$ cat src/sv/eip_pkg.sv
// ----------------------------------------------------------------------------
// eip_pkg: shared types and constants of the IPv4 / layer-4 header parser
// Holds the status codes, protocol numbers and the record of captured header
// fields that passes from the capture stage to the summary logic.
// ----------------------------------------------------------------------------
package eip_pkg;

	typedef enum logic [2:0] {
		ST_TCP       = 3'd0,
		ST_UDP       = 3'd1,
		ST_OTHER     = 3'd2,
		ST_BAD_IHL   = 3'd3,
		ST_TRUNC     = 3'd4,
		ST_NEG       = 3'd5
	} parse_status_t;

	localparam logic [7:0] PROTO_TCP = 8'd6;
	localparam logic [7:0] PROTO_UDP = 8'd17;

	// Fixed IPv4 header facts and the UDP header size.
	localparam logic [6:0] IP_MIN_HDR_BYTES = 7'd20;
	localparam logic [6:0] UDP_HDR_BYTES    = 7'd8;
	localparam logic [3:0] IHL_MIN_WORDS    = 4'd5;

	// Header fields as they stand once the current byte has been captured.
	typedef struct packed {
		logic [15:0] pos;
		logic [3:0]  ihl_words;
		logic [15:0] total_len;
		logic [7:0]  protocol;
		logic [31:0] src_addr;
		logic [31:0] dst_addr;
		logic [15:0] src_port;
		logic [15:0] dst_port;
		logic [3:0]  tcp_words;
	} hdr_t;

	typedef struct packed {
		parse_status_t status;
		logic [31:0]   src_addr;
		logic [31:0]   dst_addr;
		logic [15:0]   src_port;
		logic [15:0]   dst_port;
		logic [15:0]   payload_len;
	} summary_t;

endpackage

$ cat src/sv/eip_byte_if.sv
// ----------------------------------------------------------------------------
// eip_byte_if: frame byte channel
// Carries one frame byte per request with a flag on the final byte.
// ----------------------------------------------------------------------------
interface eip_byte_if;
	logic       valid;
	logic       ready;
	logic [7:0] frame_byte;
	logic       frame_last;

	modport source (output valid, output frame_byte, output frame_last, input ready);
	modport sink   (input valid, input frame_byte, input frame_last, output ready);
endinterface

$ cat src/sv/eip_sum_if.sv
// ----------------------------------------------------------------------------
// eip_sum_if: frame summary channel
// Carries one parse summary per request, one per frame.
// ----------------------------------------------------------------------------
interface eip_sum_if;
	logic        valid;
	logic        ready;
	logic [2:0]  parse_status;
	logic [31:0] source_address;
	logic [31:0] destination_address;
	logic [15:0] source_port;
	logic [15:0] destination_port;
	logic [15:0] payload_length;

	modport source (
		output valid, output parse_status, output source_address,
		output destination_address, output source_port, output destination_port,
		output payload_length, input ready
	);
	modport sink (
		input valid, input parse_status, input source_address,
		input destination_address, input source_port, input destination_port,
		input payload_length, output ready
	);
endinterface

$ cat src/sv/eip_capture.sv
// ----------------------------------------------------------------------------
// eip_capture: byte counter and header field capture
// Holds the per-frame header registers and shows them as they stand once the
// current byte is taken in. State clears after the final byte of a frame.
// ----------------------------------------------------------------------------
module eip_capture #(
	parameter int MAC_HEADER_BYTES = 14
) (
	input  logic              clk,
	input  logic              arst_n,
	input  logic              step,
	input  logic [7:0]        data,
	input  logic              last,
	output eip_pkg::hdr_t     hdr
);

	localparam logic [15:0] IP_OFS = 16'(MAC_HEADER_BYTES);

	eip_pkg::hdr_t st_q;
	eip_pkg::hdr_t hdr_next;
	logic [15:0]   l4_ofs;

	always_comb begin
		hdr    = st_q;
		l4_ofs = IP_OFS + {10'd0, st_q.ihl_words, 2'b00};

		if (st_q.pos == IP_OFS) begin
			hdr.ihl_words = data[3:0];
		end else if (st_q.pos == IP_OFS + 16'd2) begin
			hdr.total_len = {data, st_q.total_len[7:0]};
		end else if (st_q.pos == IP_OFS + 16'd3) begin
			hdr.total_len = {st_q.total_len[15:8], data};
		end else if (st_q.pos == IP_OFS + 16'd9) begin
			hdr.protocol = data;
		end else if (st_q.pos >= IP_OFS + 16'd12 && st_q.pos < IP_OFS + 16'd16) begin
			hdr.src_addr = {st_q.src_addr[23:0], data};
		end else if (st_q.pos >= IP_OFS + 16'd16 && st_q.pos < IP_OFS + 16'd20) begin
			hdr.dst_addr = {st_q.dst_addr[23:0], data};
		end

		// Layer-4 fields sit after a header of at least the minimum length.
		if (st_q.pos > IP_OFS && st_q.ihl_words >= eip_pkg::IHL_MIN_WORDS) begin
			if (st_q.pos >= l4_ofs && st_q.pos < l4_ofs + 16'd2) begin
				hdr.src_port = {st_q.src_port[7:0], data};
			end else if (st_q.pos >= l4_ofs + 16'd2 && st_q.pos < l4_ofs + 16'd4) begin
				hdr.dst_port = {st_q.dst_port[7:0], data};
			end else if (st_q.pos == l4_ofs + 16'd12) begin
				hdr.tcp_words = data[7:4];
			end
		end

		// The byte counter saturates on very long frames.
		hdr_next     = hdr;
		hdr_next.pos = (st_q.pos == 16'hFFFF) ? st_q.pos : st_q.pos + 16'd1;
	end

	always_ff @(posedge clk or negedge arst_n) begin
		if (!arst_n) begin
			st_q <= '0;
		end else if (step) begin
			if (last) begin
				st_q <= '0;
			end else begin
				st_q <= hdr_next;
			end
		end
	end

endmodule

$ cat src/sv/eip_summary.sv
// ----------------------------------------------------------------------------
// eip_summary: end-of-frame classification
// Turns the captured header fields at the final byte into a status, the
// reported ports and the payload length.
// ----------------------------------------------------------------------------
module eip_summary #(
	parameter int MAC_HEADER_BYTES = 14
) (
	input  eip_pkg::hdr_t     hdr,
	output eip_pkg::summary_t sum
);

	localparam logic [16:0] IP_OFS = 17'(MAC_HEADER_BYTES);

	logic [16:0] n_bytes;
	logic [5:0]  ihl_bytes;
	logic [16:0] l4_ofs;
	logic [16:0] need;
	logic        is_tcp;
	logic [6:0]  l4_bytes;
	logic [6:0]  hdr_bytes;

	always_comb begin
		n_bytes   = {1'b0, hdr.pos} + 17'd1;
		ihl_bytes = {hdr.ihl_words, 2'b00};
		l4_ofs    = IP_OFS + {11'd0, ihl_bytes};
		is_tcp    = (hdr.protocol == eip_pkg::PROTO_TCP);
		need      = l4_ofs + (is_tcp ? 17'd13 : 17'd4);
		l4_bytes  = is_tcp ? {1'b0, hdr.tcp_words, 2'b00} : eip_pkg::UDP_HDR_BYTES;
		hdr_bytes = {1'b0, ihl_bytes} + l4_bytes;

		sum.src_addr    = hdr.src_addr;
		sum.dst_addr    = hdr.dst_addr;
		sum.src_port    = '0;
		sum.dst_port    = '0;
		sum.payload_len = '0;

		if (n_bytes < IP_OFS + 17'(eip_pkg::IP_MIN_HDR_BYTES)) begin
			sum.status = eip_pkg::ST_TRUNC;
		end else if ({1'b0, ihl_bytes} < eip_pkg::IP_MIN_HDR_BYTES) begin
			sum.status = eip_pkg::ST_BAD_IHL;
		end else if (is_tcp || hdr.protocol == eip_pkg::PROTO_UDP) begin
			if (n_bytes < need) begin
				sum.status = eip_pkg::ST_TRUNC;
			end else begin
				sum.src_port = hdr.src_port;
				sum.dst_port = hdr.dst_port;
				if (hdr.total_len < {9'd0, hdr_bytes}) begin
					sum.status = eip_pkg::ST_NEG;
				end else begin
					sum.status      = is_tcp ? eip_pkg::ST_TCP : eip_pkg::ST_UDP;
					sum.payload_len = hdr.total_len - {9'd0, hdr_bytes};
				end
			end
		end else begin
			sum.status = eip_pkg::ST_OTHER;
		end
	end

endmodule

$ cat src/sv/eth_ipv4_l4_header_parser_core.sv
// ----------------------------------------------------------------------------
// eth_ipv4_l4_header_parser_core: streaming Ethernet / IPv4 / TCP-UDP parser
// Counts frame bytes, captures the IPv4 and layer-4 header fields at their
// offsets and gives one summary request at the final byte of every frame.
// ----------------------------------------------------------------------------
//
//   channel   direction  one request carries
//   --------  ---------  ------------------------------------------------------
//   frame     in         frame_byte, frame_last
//   summary   out        parse_status, addresses, ports, payload_length
//
// One frame byte is taken per clock cycle while no final byte is held back. A
// byte passes an input register, then the capture and classification logic,
// and its summary is shown from the output register, which loads as the final
// byte leaves the input register. The output register alone stalls the flow: a
// final byte waits in the input register only while an earlier summary has not
// been taken. Reset clears the byte counter, the header registers and both
// valid flags.
//
module eth_ipv4_l4_header_parser_core #(
	parameter int MAC_HEADER_BYTES = 14
) (
	input  logic        clk,
	input  logic        arst_n,
	eip_byte_if.sink    frame,
	eip_sum_if.source   summary
);

	// Input register stage.
	logic       valid_s1;
	logic [7:0] byte_s1;
	logic       last_s1;

	// Output register.
	logic              out_valid_q;
	eip_pkg::summary_t out_q;

	eip_pkg::hdr_t     hdr;
	eip_pkg::summary_t sum;
	logic              advance;

	// A byte in the input register moves on at once unless it closes a frame
	// and the summary slot is still occupied.
	assign advance     = valid_s1 && (!last_s1 || !out_valid_q || summary.ready);
	assign frame.ready = !valid_s1 || advance;

	always_ff @(posedge clk or negedge arst_n) begin
		if (!arst_n) begin
			valid_s1 <= 1'b0;
		end else if (frame.ready) begin
			valid_s1 <= frame.valid;
		end
	end

	always_ff @(posedge clk) begin
		if (frame.ready && frame.valid) begin
			byte_s1 <= frame.frame_byte;
			last_s1 <= frame.frame_last;
		end
	end

	eip_capture #(
		.MAC_HEADER_BYTES (MAC_HEADER_BYTES)
	) u_capture (
		.clk    (clk),
		.arst_n (arst_n),
		.step   (advance),
		.data   (byte_s1),
		.last   (last_s1),
		.hdr    (hdr)
	);

	eip_summary #(
		.MAC_HEADER_BYTES (MAC_HEADER_BYTES)
	) u_summary (
		.hdr (hdr),
		.sum (sum)
	);

	// The summary register loads on the final byte of each frame and holds
	// until the downstream side takes it.
	always_ff @(posedge clk or negedge arst_n) begin
		if (!arst_n) begin
			out_valid_q <= 1'b0;
		end else if (advance && last_s1) begin
			out_valid_q <= 1'b1;
		end else if (summary.ready) begin
			out_valid_q <= 1'b0;
		end
	end

	always_ff @(posedge clk) begin
		if (advance && last_s1) begin
			out_q <= sum;
		end
	end

	assign summary.valid               = out_valid_q;
	assign summary.parse_status        = out_q.status;
	assign summary.source_address      = out_q.src_addr;
	assign summary.destination_address = out_q.dst_addr;
	assign summary.source_port         = out_q.src_port;
	assign summary.destination_port    = out_q.dst_port;
	assign summary.payload_length      = out_q.payload_len;

endmodule

$ cat src/flat_wrapper.sv
// flat-port wrapper written by rule: the top's interface ports become plain ports
module eth_ipv4_l4_header_parser_core_flat 
#(
	parameter int MAC_HEADER_BYTES = 14
)
  (clk, arst_n, frame_valid, frame_frame_byte, frame_frame_last, frame_ready, summary_valid, summary_parse_status, summary_source_address, summary_destination_address, summary_source_port, summary_destination_port, summary_payload_length, summary_ready);
  eip_byte_if frame_i ();
  eip_sum_if summary_i ();
  input  logic clk;
  input  logic arst_n;
  input wire logic [$bits(frame_i.valid)-1:0] frame_valid;
  input wire logic [$bits(frame_i.frame_byte)-1:0] frame_frame_byte;
  input wire logic [$bits(frame_i.frame_last)-1:0] frame_frame_last;
  output wire logic [$bits(frame_i.ready)-1:0] frame_ready;
  output wire logic [$bits(summary_i.valid)-1:0] summary_valid;
  output wire logic [$bits(summary_i.parse_status)-1:0] summary_parse_status;
  output wire logic [$bits(summary_i.source_address)-1:0] summary_source_address;
  output wire logic [$bits(summary_i.destination_address)-1:0] summary_destination_address;
  output wire logic [$bits(summary_i.source_port)-1:0] summary_source_port;
  output wire logic [$bits(summary_i.destination_port)-1:0] summary_destination_port;
  output wire logic [$bits(summary_i.payload_length)-1:0] summary_payload_length;
  input wire logic [$bits(summary_i.ready)-1:0] summary_ready;
  assign frame_i.valid = frame_valid;
  assign frame_i.frame_byte = frame_frame_byte;
  assign frame_i.frame_last = frame_frame_last;
  assign frame_ready = frame_i.ready;
  assign summary_valid = summary_i.valid;
  assign summary_parse_status = summary_i.parse_status;
  assign summary_source_address = summary_i.source_address;
  assign summary_destination_address = summary_i.destination_address;
  assign summary_source_port = summary_i.source_port;
  assign summary_destination_port = summary_i.destination_port;
  assign summary_payload_length = summary_i.payload_length;
  assign summary_i.ready = summary_ready;
  eth_ipv4_l4_header_parser_core #(.MAC_HEADER_BYTES(MAC_HEADER_BYTES)) u_core (.clk(clk), .arst_n(arst_n), .frame(frame_i), .summary(summary_i));
endmodule
$ cat config.mk
export PLATFORM = sky130hd
export DESIGN_NAME = eth_ipv4_l4_header_parser_core_flat
export DESIGN_NICKNAME = d
export VERILOG_FILES = /design/src/sv/eip_pkg.sv /design/src/sv/eip_byte_if.sv /design/src/sv/eip_sum_if.sv /design/src/sv/eip_capture.sv /design/src/sv/eip_summary.sv /design/src/sv/eth_ipv4_l4_header_parser_core.sv /design/src/flat_wrapper.sv
export SDC_FILE = /design/constraint.sdc
export NUM_CORES = 1
export LEC_CHECK = 0
export BUFFER_PORTS_ARGS = -buffer_cell sky130_fd_sc_hd__buf_2
export CAP_MARGIN = 20
export CELL_PAD_IN_SITES_DETAIL_PLACEMENT = 2
export CELL_PAD_IN_SITES_GLOBAL_PLACEMENT = 2
export CORE_MARGIN = 1
export CORE_UTILIZATION = 41
export DETAILED_ROUTE_END_ITERATION = 12
export GPL_TIMING_DRIVEN = 0
export PLACE_DENSITY_LB_ADDON = 0.1
export SLEW_MARGIN = 20
export SYNTH_ARGS = -nofsm -noshare
export SYNTH_HDL_FRONTEND = slang
export SYNTH_SLANG_ARGS = --single-unit
export TNS_END_PERCENT = 5
$ cat constraint.sdc
create_clock -name clk -period 9.4 [get_ports clk]
set_input_delay 0 -clock clk [delete_from_list [all_inputs] [get_ports clk]]
set_output_delay 0 -clock clk [all_outputs]
set_load 0.05 [all_outputs]
==> impl_results.md <==
* Syn avg cell area at 12.44 um^2
* Initial antenna violation count at 0
* Register area share after synthesis at 55.67%
* Initial DRC count at 527
* Yosys top cell by area: edfxtp_1
* Yosys cell types at 86
* Mux cell area share after synthesis at 9.593%
* Final Max Tran Viols at 0
* Core area at 31,720 um^2
* First-pass GRT wire length at 65,240 um
* Setup crit end kind: flip-flop
* CTS Buf Count at 31
* M2 GR Usage at 43.35%
* Largest family of logic cells by synthesized area: compound AO/OA/AOI/OAI gates
* Inst Count DP at 1,602
* Clk root buf: clkbuf_16
* Final setup vio count at 0
* Period utilization at 71.75%
* Die ar. at 33,040 um^2
* Crit Path Class: reg2reg
* Worst EP arrival at 7.07 ns
* Unrepaired setup endpoints after global routing: false
* Post-route setup slack at 2.656 ns
* DRT Wirelength at 41,900 um
* Hold_ws at -0.03182 ns
* IO Port Bufs at 129
* Layout cell share with drive strength beyond 1 at 24.15%
* Ant. Diodes at 0
* Post-route antenna net violation count at 0
* Met3 usage at 3.089%
* Top cells by count, synth: 146 x dfrtp_1, 124 x edfxtp_1, 106 x a22o_1
* Drt first pass iters at 6
* Violated checks: negative hold slack
* Placer congestion estimate at 0.7944
* Clk buf depth at 3
* Top Ports at 130
* Clk sinks at 270
* GR peak layer: met2
* Synth top area share at 28.10%
* Via count at 9,825
* XOR/XNOR Fraction of Synth Area at 1.841%
* Synth Area in Compound Gates at 14.48%
* Synth Flop Type: dfrtp_1
* Skew-Pair Late Insertion Delay at 0.59 ns
* Cell with the most instances after synthesis: dfrtp_1
* Worst relative slew slack at 23.02%
* Post-Layout Cell Count at 1,673
* Final non-filler cell area at 15,680 um^2
* CP Launch Type: flip-flop
* Pre-CTS setup slack at 2.681 ns
* Worst EP required at 9.72 ns
* Post-Place Cell Area at 14,580 um^2
* Post-synthesis simple-gate area fraction at 11.43%
* HPWL Detailed at 28,990 um
* Power Dens Cells at 175.1 nW/um^2
* Worst Hold Class: in2async
* Met1 GRT Util at 34.80%
* Synth area leaders: edfxtp_1 28%, dfrtp_1 28%, a22o_1 7.0%, mux2_4 3.4%, ha_1 3.1%
* Post-CTS sizing at 0
* Worst clock skew at 0.01486 ns
* Final Net Count at 1,294
* Site Rows at 65
* Synth Area in Adders at 3.418%
* VDD IR-drop max at 0.0001558 V
* Die X at 181.8 um
* Post-CTS Setup Bufs at 0
* YS warnings at 0
* Worst Max-Slew Pin Slew at 1.150 ns
* Vias per std cell at 5.873
* Ys async rst share at 54.07%
* Largest net degree at the start of global routing at 76
* Cells after Synth at 1,065
* Wire per inst at 25.05 um
* MaxCap Viol Count at 0
* Synthesis-to-finish area growth at 18.35%
* Starting Density at 41.78%
* Fmax at 148.3 MHz
* CTS tree: done
* Status: complete, but fails checks
* Static Leak at 6.956 nW
* H-tree depth at 1
* Post-synthesis register bit count at 270
* Setup TNS at 0 ns
* DRC at 0
* Fin crit period at 6.744 ns
* Grt ovf at 0
* Hold violation count in the final report at 11
* Maximum fanout along the worst path at 10
* Gr usage total at 25.64%
* Cell Area, Synth at 13,250 um^2
* Vias in the first global route at 10,617
* Net count after synthesis at 1,113
* Clock transition at path regs at 0.06 ns
* Die Y at 181.8 um
* EDFF count, synth at 124
==> logic make-up after synthesis <==
family	Yosys count
AND/OR/NAND/NOR	274
AO/OA/AOI/OAI	257
other	1
XOR/XNOR	27
flip-flops	270
buffers and inverters	94
adder cells (fa/ha/maj)	35
multiplexers	107
==> through the flow <==
stage | total power, W | hold slack [ns] | utilization [%]
2_1_floorplan | 0.001490 | -0.2956 | -
3_3_place_gp | 0.001583 | 0.1763 | 45.40
3_5_place_dp | 0.001595 | 0.02575 | 45.95
4_1_cts | 0.002770 | 0.008431 | 49.44
5_1_grt | 0.002833 | 0.02718 | 49.44
6_report | 0.002747 | -0.03182 | 49.44
==> report_power, final <==
part           switching, W  internal, W  total [W]  leakage (nW)
clock network      0.000519     0.000649    0.00117         0.489
registers         0.0000213      0.00127    0.00129          3.23
logic              0.000216    0.0000733   0.000289          3.23
total              0.000757      0.00199    0.00275          6.96
==> final cells by class <==
| class | count | area, um^2 |
|---|---|---|
| multi-input combinational | 701 | 5414 |
| tap | 402 | 503.0 |
| clock buffer | 35 | 810.8 |
| clock inverter | 23 | 166.4 |
| timing repair buffer | 148 | 943.4 |
| inverter | 24 | 90.09 |
| buffer | 70 | 377.9 |
| sequential | 270 | 7377 |
| fill | 3142 | 16040 |
==> cell usage in the layout, fill, tap and decap left out, types with 6 or more instances in the layout <==
cell type,n
buf_2,148
dfrtp_1,146
edfxtp_1,124
a22o_1,106
nand2_1,84
nor2_1,72
o21ai_0,45
clkbuf_1,41
mux2i_1,37
ha_1,33
a21oi_1,31
clkbuf_16,31
mux2_4,30
mux2_2,28
inv_1,24
xnor2_1,15
nor3_1,14
dlygate4sd3_1,13
nor2b_1,12
mux2_1,12
clkinv_2,12
xor2_1,11
nand3_1,10
nor4_1,8
nand4_1,8
a21o_1,8
a22oi_1,8
or4_1,7
o22ai_1,7
and2_1,6
o21ai_1,6
==> state kept, by name (all words and copies together), names as in the netlist <==
name                                cells
u_core.byte_s1                          8
u_core.last_s1                          1
u_core.summary.destination_address     32
u_core.summary.destination_port        16
u_core.summary.parse_status             3
u_core.summary.payload_length          16
u_core.summary.source_address          32
u_core.summary.source_port             16
u_core.summary.valid                    1
u_core.u_capture.hdr                   16
u_core.u_capture.st_q                 128
u_core.valid_s1                         1
==> critical path, cell delays in order, from the launching register on <==
cell,delay [ns]
dfrtp_1,0.53
inv_1,0.14
ha_1,0.28
xor2_2,0.31
nor3_1,0.12
xor2_1,0.16
ha_1,0.32
nand4_1,0.17
o21bai_1,0.21
o2111ai_1,0.14
a21oi_1,0.12
nor4_4,0.70
mux2i_1,0.19
nor2_1,0.23
ha_1,0.21
inv_1,0.06
fa_1,0.39
xor2_1,0.16
ha_1,0.33
nor2b_1,0.16
o21ai_0,0.16
nand2b_1,0.14
a2111oi_2,0.54
and2b_1,0.27
o21ai_4,0.15
buf_6,0.22
nor2_1,0.06
==> metal layers <==
metal,routed length (um),share of wire [%]
met5,0,0
met4,974,2.3
met3,1558,3.7
met2,20500,49
met1,18860,45
==> path summary, 6_finish.rpt <==
kind | slack, ns | start | cells past startpoint | to
worst max-delay path | 2.66 | u_core.u_capture.st_q[124]$_DFFE_PN0P_ | 26 | u_core.summary.payload_length[7]$_SDFFCE_PP0P_
worst min-delay path | -0.03 | arst_n | 2 | u_core.u_capture.st_q[13]$_DFFE_PN0P_
worst max register to register | 2.66 | u_core.u_capture.st_q[124]$_DFFE_PN0P_ | 26 | u_core.summary.payload_length[7]$_SDFFCE_PP0P_
worst min register to register | 0.49 | u_core.u_capture.st_q[111]$_DFFE_PN0P_ | 2 | u_core.u_capture.st_q[111]$_DFFE_PN0P_
max in group asynchronous | 8.58 | arst_n | 3 | u_core.u_capture.st_q[72]$_DFFE_PN0P_
min in group clk | 0.13 | frame_frame_byte[3] | 2 | u_core.byte_s1[3]$_DFFE_PP_
==> repair_timing <==
action	4_1_cts	5_1_grt
hold buffers	13	0
endpoints found under the hold margin	157	0
endpoints found under the setup margin	0	0
No activity file was read; power rests on OpenSTA's default activity.
